`src/rtl/i2cms_pkg.sv`:
```
package i2cms_pkg;

	// bus count and derived widths
	localparam int BUS_COUNT = 3;
	localparam int BUS_W     = (BUS_COUNT > 1) ? $clog2(BUS_COUNT) : 1;
	localparam int PIN_W     = 3;  // fixed width of pin fields on the ports
	localparam int TICK_W    = 8;
	localparam int BYTE_W    = 8;
	localparam int BIT_W     = 4;
	localparam int IDX_W     = 3;  // width of the bus_index field

	localparam logic [BIT_W-1:0] BITS_PER_BYTE = 4'd8;

	// config register indexes
	localparam logic CFG_PHASE_TICKS = 1'b0;
	localparam logic CFG_BUS_ENABLE  = 1'b1;

	localparam logic [TICK_W-1:0] PHASE_TICKS_RST = 8'd4;
	localparam logic [PIN_W-1:0]  BUS_ENABLE_RST  = 3'd7;

	// queue
	localparam int QDEPTH = 4;
	localparam int QPTR_W = $clog2(QDEPTH);

	typedef enum logic [3:0] {
		PH_IDLE,
		PH_ST_A,
		PH_ST_B,
		PH_ST_C,
		PH_WR_SET,
		PH_WR_HI,
		PH_WACK_A,
		PH_WACK_B,
		PH_WACK_C,
		PH_RD_HI,
		PH_RD_LO,
		PH_RACK_A,
		PH_RACK_B,
		PH_RACK_C,
		PH_SP_A,
		PH_SP_B
	} phase_t;

	typedef struct packed {
		logic [TICK_W-1:0] phase_ticks;
		logic [PIN_W-1:0]  bus_enable;
	} cfg_t;

	// one classified tick as it travels from front to back
	typedef struct packed {
		logic              cmd_ok;   // command for an enabled, existing bus
		logic              is_read;
		logic [BUS_W-1:0]  bus;
		logic              start;
		logic              stop;
		logic [BYTE_W-1:0] tx_byte;
		logic              ack;
		logic [PIN_W-1:0]  sda_in;
	} tick_t;

endpackage

```
`src/rtl/i2c_master_byte_sequencer.sv`:
```
// Bit-level open-drain I2C master for BUS_COUNT buses. Every input beat is one
// sequencer tick and produces exactly one output beat carrying the SCL/SDA pin
// levels of all buses, busy, and a received byte. A tick with cmd_valid set
// while the sequencer is idle starts a byte command on bus_index: optional
// START, eight bits written MSB first plus an unsampled ACK clock, or eight
// bits read plus a master ACK/NACK, then optional STOP. Each pin step holds
// for phase_ticks ticks (0 acts as 1). Commands arriving while busy, or for a
// bus that is out of range or disabled in bus_enable, are dropped.
// Rate: one beat per cycle in and out. A front stage classifies each beat
// and writes it to a 4-entry queue; the back sequencer retires one queued beat
// per cycle into the output register, so input stalls only when the queue
// fills under output backpressure. Beats pass the queue, then the output
// register. Config writes take effect at once and are meant for idle times.
module i2c_master_byte_sequencer import i2cms_pkg::*; (
	input  logic        clk,
	input  logic        arst_n,
	// config write port
	input  logic        cfg_we,
	input  logic [0:0]  cfg_index,
	input  logic [7:0]  cfg_data,
	// tick beats in
	input  logic        s_axis_tvalid,
	output logic        s_axis_tready,
	// [2:0] bus_index, [3] start_before, [4] stop_after, [12:5] tx_byte,
	// [13] ack_to_send, [16:14] sda_in_lines, rest zero
	input  logic [23:0] s_axis_tdata,
	// [0] cmd_valid, [1] mode
	input  logic [1:0]  s_axis_tuser,
	// result beats out
	output logic        m_axis_tvalid,
	input  logic        m_axis_tready,
	// [2:0] scl_lines, [5:3] sda_lines, [6] busy_res, [14:7] rx_byte, [15] zero
	output logic [15:0] m_axis_tdata,
	// [0] rx_valid
	output logic [0:0]  m_axis_tuser
);

	cfg_t  cfg_q;
	logic  q_full;
	logic  q_push;
	logic  q_pop;
	logic  q_not_empty;
	tick_t push_item;
	tick_t pop_item;

	// config registers
	always_ff @(posedge clk or negedge arst_n) begin
		if (!arst_n) begin
			cfg_q.phase_ticks <= PHASE_TICKS_RST;
			cfg_q.bus_enable  <= BUS_ENABLE_RST;
		end else if (cfg_we) begin
			case (cfg_index)
				CFG_PHASE_TICKS: cfg_q.phase_ticks <= cfg_data;
				CFG_BUS_ENABLE:  cfg_q.bus_enable  <= cfg_data[PIN_W-1:0];
				default:         cfg_q <= cfg_q;
			endcase
		end
	end

	i2cms_front u_front (
		.s_axis_tvalid (s_axis_tvalid),
		.s_axis_tready (s_axis_tready),
		.s_axis_tdata  (s_axis_tdata),
		.s_axis_tuser  (s_axis_tuser),
		.cfg           (cfg_q),
		.q_full        (q_full),
		.q_push        (q_push),
		.q_item        (push_item)
	);

	i2cms_queue u_queue (
		.clk       (clk),
		.arst_n    (arst_n),
		.push      (q_push),
		.push_item (push_item),
		.pop       (q_pop),
		.pop_item  (pop_item),
		.full      (q_full),
		.not_empty (q_not_empty)
	);

	i2cms_back u_back (
		.clk           (clk),
		.arst_n        (arst_n),
		.cfg           (cfg_q),
		.q_not_empty   (q_not_empty),
		.q_item        (pop_item),
		.q_pop         (q_pop),
		.m_axis_tvalid (m_axis_tvalid),
		.m_axis_tready (m_axis_tready),
		.m_axis_tdata  (m_axis_tdata),
		.m_axis_tuser  (m_axis_tuser)
	);

endmodule

```
`src/rtl/i2cms_front.sv`:
```
module i2cms_front import i2cms_pkg::*; (
	input  logic        s_axis_tvalid,
	output logic        s_axis_tready,
	input  logic [23:0] s_axis_tdata,
	input  logic [1:0]  s_axis_tuser,
	input  cfg_t        cfg,
	input  logic        q_full,
	output logic        q_push,
	output tick_t       q_item
);

	logic             cmd_valid;
	logic [IDX_W-1:0] idx;
	logic             bus_on;
	logic             in_range;

	assign cmd_valid = s_axis_tuser[0];
	assign idx       = s_axis_tdata[2:0];
	assign in_range  = 32'(idx) < BUS_COUNT;
	assign bus_on    = |((cfg.bus_enable >> idx) & PIN_W'(1));

	assign s_axis_tready = !q_full;
	assign q_push        = s_axis_tvalid && !q_full;

	always_comb begin
		q_item.cmd_ok  = cmd_valid && in_range && bus_on;
		q_item.is_read = s_axis_tuser[1];
		q_item.bus     = idx[BUS_W-1:0];
		q_item.start   = s_axis_tdata[3];
		q_item.stop    = s_axis_tdata[4];
		q_item.tx_byte = s_axis_tdata[12:5];
		q_item.ack     = s_axis_tdata[13];
		q_item.sda_in  = s_axis_tdata[16:14];
	end

endmodule

```
`src/rtl/i2cms_queue.sv`:
```
module i2cms_queue import i2cms_pkg::*; (
	input  logic  clk,
	input  logic  arst_n,
	input  logic  push,
	input  tick_t push_item,
	input  logic  pop,
	output tick_t pop_item,
	output logic  full,
	output logic  not_empty
);

	tick_t             mem_q [QDEPTH];
	logic [QPTR_W-1:0] wr_ptr_q;
	logic [QPTR_W-1:0] rd_ptr_q;
	logic [QPTR_W:0]   count_q;

	assign full      = count_q == (QPTR_W+1)'(QDEPTH);
	assign not_empty = count_q != '0;
	assign pop_item  = mem_q[rd_ptr_q];

	always_ff @(posedge clk) begin
		if (push) begin
			mem_q[wr_ptr_q] <= push_item;
		end
	end

	always_ff @(posedge clk or negedge arst_n) begin
		if (!arst_n) begin
			wr_ptr_q <= '0;
			rd_ptr_q <= '0;
			count_q  <= '0;
		end else begin
			if (push) begin
				wr_ptr_q <= wr_ptr_q + 1'b1;
			end
			if (pop) begin
				rd_ptr_q <= rd_ptr_q + 1'b1;
			end
			case ({push, pop})
				2'b10:   count_q <= count_q + 1'b1;
				2'b01:   count_q <= count_q - 1'b1;
				default: count_q <= count_q;
			endcase
		end
	end

endmodule

```
`src/rtl/i2cms_back.sv`:
```
module i2cms_back import i2cms_pkg::*; (
	input  logic        clk,
	input  logic        arst_n,
	input  cfg_t        cfg,
	input  logic        q_not_empty,
	input  tick_t       q_item,
	output logic        q_pop,
	output logic        m_axis_tvalid,
	input  logic        m_axis_tready,
	output logic [15:0] m_axis_tdata,
	output logic [0:0]  m_axis_tuser
);

	phase_t             step_q, step_d;
	logic [TICK_W-1:0]  pc_q, pc_d;
	logic [BIT_W-1:0]   bit_q, bit_d;
	logic [BYTE_W-1:0]  shift_q, shift_d;
	logic [BUS_W-1:0]   bus_q, bus_d;
	logic               rd_q, rd_d;
	logic               stop_q, stop_d;
	logic               ack_q, ack_d;
	logic [BUS_COUNT-1:0] scl_q, scl_d;
	logic [BUS_COUNT-1:0] sda_q, sda_d;

	// output register
	logic               ov_q;
	logic [PIN_W-1:0]   o_scl_q, o_sda_q;
	logic               o_busy_q;
	logic [BYTE_W-1:0]  o_rx_q;
	logic               o_rxv_q;

	logic [TICK_W-1:0]  pc_load;
	phase_t             tgt;
	logic               ent;
	logic               done;

	assign q_pop   = q_not_empty && (!ov_q || m_axis_tready);
	assign pc_load = (cfg.phase_ticks == '0) ? '0 : cfg.phase_ticks - 1'b1;

	always_comb begin
		step_d  = step_q;
		pc_d    = pc_q;
		bit_d   = bit_q;
		shift_d = shift_q;
		bus_d   = bus_q;
		rd_d    = rd_q;
		stop_d  = stop_q;
		ack_d   = ack_q;
		scl_d   = scl_q;
		sda_d   = sda_q;
		tgt     = PH_IDLE;
		ent     = 1'b0;
		done    = 1'b0;

		if (step_q == PH_IDLE) begin
			if (q_item.cmd_ok) begin
				bus_d   = q_item.bus;
				rd_d    = q_item.is_read;
				stop_d  = q_item.stop;
				ack_d   = q_item.ack;
				bit_d   = '0;
				shift_d = q_item.is_read ? '0 : q_item.tx_byte;
				ent     = 1'b1;
				if (q_item.start) begin
					tgt = PH_ST_A;
				end else begin
					tgt = q_item.is_read ? PH_RD_HI : PH_WR_SET;
				end
			end
		end else if (pc_q != '0) begin
			pc_d = pc_q - 1'b1;
		end else begin
			ent = 1'b1;
			case (step_q)
				PH_ST_A:   tgt = PH_ST_B;
				PH_ST_B:   tgt = PH_ST_C;
				PH_ST_C:   tgt = rd_q ? PH_RD_HI : PH_WR_SET;
				PH_WR_SET: tgt = PH_WR_HI;
				PH_WR_HI: begin
					shift_d = {shift_q[BYTE_W-2:0], 1'b0};
					bit_d   = bit_q + 1'b1;
					tgt     = (bit_d >= BITS_PER_BYTE) ? PH_WACK_A : PH_WR_SET;
				end
				PH_WACK_A: tgt = PH_WACK_B;
				PH_WACK_B: tgt = PH_WACK_C;
				PH_WACK_C: tgt = stop_q ? PH_SP_A : PH_IDLE;
				PH_RD_HI: begin
					shift_d = {shift_q[BYTE_W-2:0], q_item.sda_in[bus_q]};
					bit_d   = bit_q + 1'b1;
					done    = bit_d == BITS_PER_BYTE;
					tgt     = PH_RD_LO;
				end
				PH_RD_LO:  tgt = (bit_q >= BITS_PER_BYTE) ? PH_RACK_A : PH_RD_HI;
				PH_RACK_A: tgt = PH_RACK_B;
				PH_RACK_B: tgt = PH_RACK_C;
				PH_RACK_C: tgt = stop_q ? PH_SP_A : PH_IDLE;
				PH_SP_A:   tgt = PH_SP_B;
				default:   tgt = PH_IDLE;
			endcase
		end

		// entering a phase: load its length and set its pins on the served bus
		if (ent) begin
			step_d = tgt;
			pc_d   = pc_load;
			case (tgt)
				PH_ST_A: begin
					sda_d[bus_d] = 1'b1;
					scl_d[bus_d] = 1'b1;
				end
				PH_ST_B:   sda_d[bus_d] = 1'b0;
				PH_ST_C:   scl_d[bus_d] = 1'b0;
				PH_WR_SET: begin
					scl_d[bus_d] = 1'b0;
					sda_d[bus_d] = shift_d[BYTE_W-1];
				end
				PH_WR_HI:  scl_d[bus_d] = 1'b1;
				PH_WACK_A: begin
					scl_d[bus_d] = 1'b0;
					sda_d[bus_d] = 1'b1;
				end
				PH_WACK_B: scl_d[bus_d] = 1'b1;
				PH_WACK_C: scl_d[bus_d] = 1'b0;
				PH_RD_HI: begin
					sda_d[bus_d] = 1'b1;
					scl_d[bus_d] = 1'b1;
				end
				PH_RD_LO:  scl_d[bus_d] = 1'b0;
				PH_RACK_A: sda_d[bus_d] = !ack_d;
				PH_RACK_B: scl_d[bus_d] = 1'b1;
				PH_RACK_C: scl_d[bus_d] = 1'b0;
				PH_SP_A: begin
					sda_d[bus_d] = 1'b0;
					scl_d[bus_d] = 1'b1;
				end
				PH_SP_B:   sda_d[bus_d] = 1'b1;
				default: begin
					step_d = PH_IDLE;
					pc_d   = '0;
				end
			endcase
		end
	end

	always_ff @(posedge clk or negedge arst_n) begin
		if (!arst_n) begin
			step_q  <= PH_IDLE;
			pc_q    <= '0;
			bit_q   <= '0;
			shift_q <= '0;
			bus_q   <= '0;
			rd_q    <= 1'b0;
			stop_q  <= 1'b0;
			ack_q   <= 1'b0;
			scl_q   <= '1;
			sda_q   <= '1;
			ov_q    <= 1'b0;
		end else begin
			if (q_pop) begin
				step_q  <= step_d;
				pc_q    <= pc_d;
				bit_q   <= bit_d;
				shift_q <= shift_d;
				bus_q   <= bus_d;
				rd_q    <= rd_d;
				stop_q  <= stop_d;
				ack_q   <= ack_d;
				scl_q   <= scl_d;
				sda_q   <= sda_d;
				ov_q    <= 1'b1;
			end else if (m_axis_tready) begin
				ov_q <= 1'b0;
			end
		end
	end

	always_ff @(posedge clk) begin
		if (q_pop) begin
			o_scl_q  <= PIN_W'(scl_d);
			o_sda_q  <= PIN_W'(sda_d);
			o_busy_q <= step_d != PH_IDLE;
			o_rx_q   <= done ? shift_d : '0;
			o_rxv_q  <= done;
		end
	end

	assign m_axis_tvalid = ov_q;
	assign m_axis_tdata  = {1'b0, o_rx_q, o_busy_q, o_sda_q, o_scl_q};
	assign m_axis_tuser  = o_rxv_q;

endmodule

```
`config.mk`:
```
export PLATFORM = sky130hd
export DESIGN_NAME = i2c_master_byte_sequencer
export DESIGN_NICKNAME = d
export VERILOG_FILES = /design/src/rtl/i2cms_pkg.sv /design/src/rtl/i2c_master_byte_sequencer.sv /design/src/rtl/i2cms_front.sv /design/src/rtl/i2cms_queue.sv /design/src/rtl/i2cms_back.sv
export SDC_FILE = /design/constraint.sdc
export NUM_CORES = 1
export LEC_CHECK = 0
export BUFFER_PORTS_ARGS = -buffer_cell sky130_fd_sc_hd__buf_2
export CORE_UTILIZATION = 54
export CTS_CLUSTER_SIZE = 20
export DETAILED_ROUTE_END_ITERATION = 10
export GPL_TIMING_DRIVEN = 0
export PLACE_DENSITY = 0.78
export REMOVE_ABC_BUFFERS = 1
export SLEW_MARGIN = 20
export SYNTH_ARGS = -nofsm -noshare
export SYNTH_HDL_FRONTEND = slang
export SYNTH_HIERARCHICAL = 1
export SYNTH_SLANG_ARGS = --single-unit
export TNS_END_PERCENT = 1
```
`constraint.sdc`:
```
create_clock -name clk -period 2.6 [get_ports clk]
set_input_delay 0.13 -clock clk [delete_from_list [all_inputs] [get_ports clk]]
set_output_delay 0.13 -clock clk [all_outputs]
set_load 0.02 [all_outputs]
```
==> results.cfg <==
[run_status]
status = finished with violations
violations = negative setup slack

[yosys]
synth_top_family_by_area = simple AND/OR/NAND/NOR gates
synthFlopType = edfxtp_1
async_flop_share_pct = 38.0
synth_xor_area_share_pct = 1.74
avgSynthCellArea_um2 = 12.7
ys_seq_area_share_pct = 57.0
yosys_warnings = 6
synthDistinctLibCells = 76
syn_area_um2 = 7030
synth.top_cells.by_area = edfxtp_1, dfrtp_1, mux4_2
synth.mux.area_fraction_pct = 9.77
synth-edff-count = 88
synth_simple_gate_area_share_pct = 12.7
synth_cells = 555
synth.top_cell.area_share_pct = 37.6
ys_ff_latch = 142
synth_compound_area_share_pct = 12.0
yosys.area.top_type = edfxtp_1
synth_fa_ha_area_share_pct = 2.06

[final_layout]
final_cell_mix = edfxtp_1, buf_2, nand2_1
layoutNonFillerInstCount = 837
area_growth_pct = 21.5
drive_gt1_share_pct = 32.0
fin_nets = 703
final_common_cell = edfxtp_1
diodes = 0
fill_cells = 853

[sta]
fin_skew_ps = 8.77
final.min_clock_period_ps = 2780
finalWorstSetupSlack_ps = -176
worst_pin_slew_ps = 966
rsz0062_at_grt = true
report.final.slew_viol_count = 0
min_period_over_period_pct = 107
fmax_ghz = 0.360
hold_viol = 0
relSlewSlack_pct = 35.6
setup_viol = 16

[global_route]
grt_pass1_wl_um = 24400
grt_pass1_vias = 4978
antenna_found_initial = 0
grt_max_degree = 55
grtUsageTotal_pct = 24.5
gr-total-overflow = 0

[detailed_routing]
drc = 0
wirelength_um = 15600
ant_nets = 0
routedWlPerCell_um = 18.7
drt_iter0_drc = 358
firstDrtPassIters = 5
dr_total_vias = 5042
viasPerCell = 6.02

[clock_network]
cts_made_buffers = 17
clkSinkCount = 142
clock_latency_ps = 420
clkTransAtPathRegs_ps = 60
cts_max_level = 4
cts_buffer_depth = 2
tritoncts = yes
cts_root_buffer = clkbuf_16

[worst_setup_path]
crit_path_end_kind = flip-flop
cp-start-kind = flip-flop
worstPathArrival_ps = 2920
worstSetupPathType = flip-flop to flip-flop
cp_top_family = compound AO/OA/AOI/OAI gates
worst_ep_required_time_ps = 2740
worst_path_largest_cell_delay_ps = 550
path_buf_inv = 2
cp_common_cell = buf_4
crit_path_top_delay_cell = dfrtp_2
cp_cell_sequence = or4_4 -> and4b_2 -> buf_4 -> buf_4 -> a21o_4 -> a2111o_1 -> o211ai_1 -> a31oi_1
cp_max_fo = 19

[power]
power_leakage_nw = 3.26
p_sw_w = 0.00288
p_per_area_nw_per_um2 = 971
clockPowerShare_pct = 27.8
ir_worst_vdd_mv = 0.895
combPwrFrac_pct = 30.8
sequentialPowerShare_pct = 41.4
internal_power_w = 0.00542
p_sw_share_pct = 34.7

[die]
io_pins = 59
dieHeight_um = 116
die-area_um2 = 13500
die_x_um = 116
core_area_um2 = 12700
initial_core_util_pct = 55.5
fp-row-count = 41

[flow_run]
maxCapViolations = 0

[placement]
place_inst = 740
io_buffers = 50
pre_cts_slack_ps = -659
dpl.hpwl_um = 9220
place_congestion = 0.878

[hold_path]
hold_class = input pin to flip-flop
[metal layers]
| layer | vias up | share of wire, % | track usage [%] |
|---|---|---|---|
| li1 | 2281 | - | - |
| met3 | 44 | 6.9 | 6.33 |
| met2 | 265 | 51 | 42.3 |
| met5 | - | 0 | 0 |
| met1 | 2452 | 39 | 28.5 |
| met4 | 0 | 2.6 | 12.0 |
[metrics by stage]
step           power [W]  cell area (um2)  util (%)  hold slack [ps]  setup TNS (ps)
4_1_cts          0.00816             8340      65.8             8.57            -242
6_report         0.00830             8550      67.4             23.3           -1220
3_5_place_dp     0.00557             7250      57.2              246          -13490
2_1_floorplan    0.00491             6780         -             -166           -4590
5_1_grt          0.00868             8550      67.4             43.7           -3500
3_3_place_gp     0.00544             7250      57.2              340          -25130
[cell usage after synthesis, types with 11 or more instances]
master / count
a21oi_1: 24
a31oi_1: 13
buf_4: 20
dfrtp_1: 44
edfxtp_1: 88
inv_1: 22
mux4_2: 18
nand2_1: 50
nand2b_1: 11
nor2_1: 23
o21ai_0: 38
[power by group through the flow]
stage,Combinational (W),Clock [W],Sequential [W]
4_1_cts,0.00238,0.00234,0.00344
5_1_grt,0.00277,0.00242,0.00350
3_5_place_dp,0.00204,0,0.00353
3_3_place_gp,0.00196,0,0.00348
6_report,0.00256,0.00231,0.00344
2_1_floorplan,0.00146,0,0.00345
[cell type report]
cell class	instances	area [um2]	area share (%)
repair buffers	113	811	9.49
clock buffers	19	443	5.18
multi-input cells	356	2850	33.4
clock inverters	13	120	1.41
inverters	22	85.1	0.996
well taps	172	215	2.52
flip-flops and latches	142	4020	47.0
[tightest hold or removal path: stages]
cell and delay [ps]:
buf_2 70, nand2b_1 130, nand2b_1 70
[state kept, by name (all words and copies together), names as in the netlist, 2 cells and up]
| signal | count |
|---|---|
| u_queue/count_q | 3 |
| u_back/bit_q | 4 |
| u_back/pc_q | 8 |
| u_back/o_scl_q | 3 |
| u_back/scl_q | 3 |
| u_back/bus_q | 2 |
| u_queue/rd_ptr_q | 2 |
| u_back/o_sda_q | 3 |
| u_queue/mem_q | 72 |
| cfg_q | 11 |
| u_queue/wr_ptr_q | 2 |
| u_back/step_q | 4 |
| u_back/shift_q | 8 |
| u_back/o_rx_q | 8 |
| u_back/sda_q | 3 |
[logic make-up after synthesis]
kind of cell	count (synthesis)
simple gates	160
flops	142
compound gates	127
buf+inv	59
mux	41
xor+xnor	14
fa+ha+maj	11
other cells	1
[worst paths after layout]
kind	slack [ps]	endpoint	cells past startpoint	startpoint
min reg2reg	510	u_queue/count_q[2]	1	u_queue/count_q[2]
max	-180	u_back/o_sda_q[0]	8	u_back/step_q[2]
min	20	u_back/m_axis_tvalid	3	m_axis_tready
max reg2reg	-180	u_back/o_sda_q[0]	8	u_back/step_q[2]
max in group asynchronous	1720	u_queue/rd_ptr_q[1]	2	arst_n
min in group asynchronous	320	u_back/pc_q[1]	2	arst_n
[what timing repair did]
action | in CTS | in global routing
setup buffers | 20 | 17
setup endpoints to repair | 46 | 34
endpoints found under the hold margin | 123 | 0
gates resized for setup | 28 | 17
hold buffers | 26 | 0
pin swaps | 11 | 8
gates cloned | 2 | 0
No activity file was read; power rests on OpenSTA's default activity.
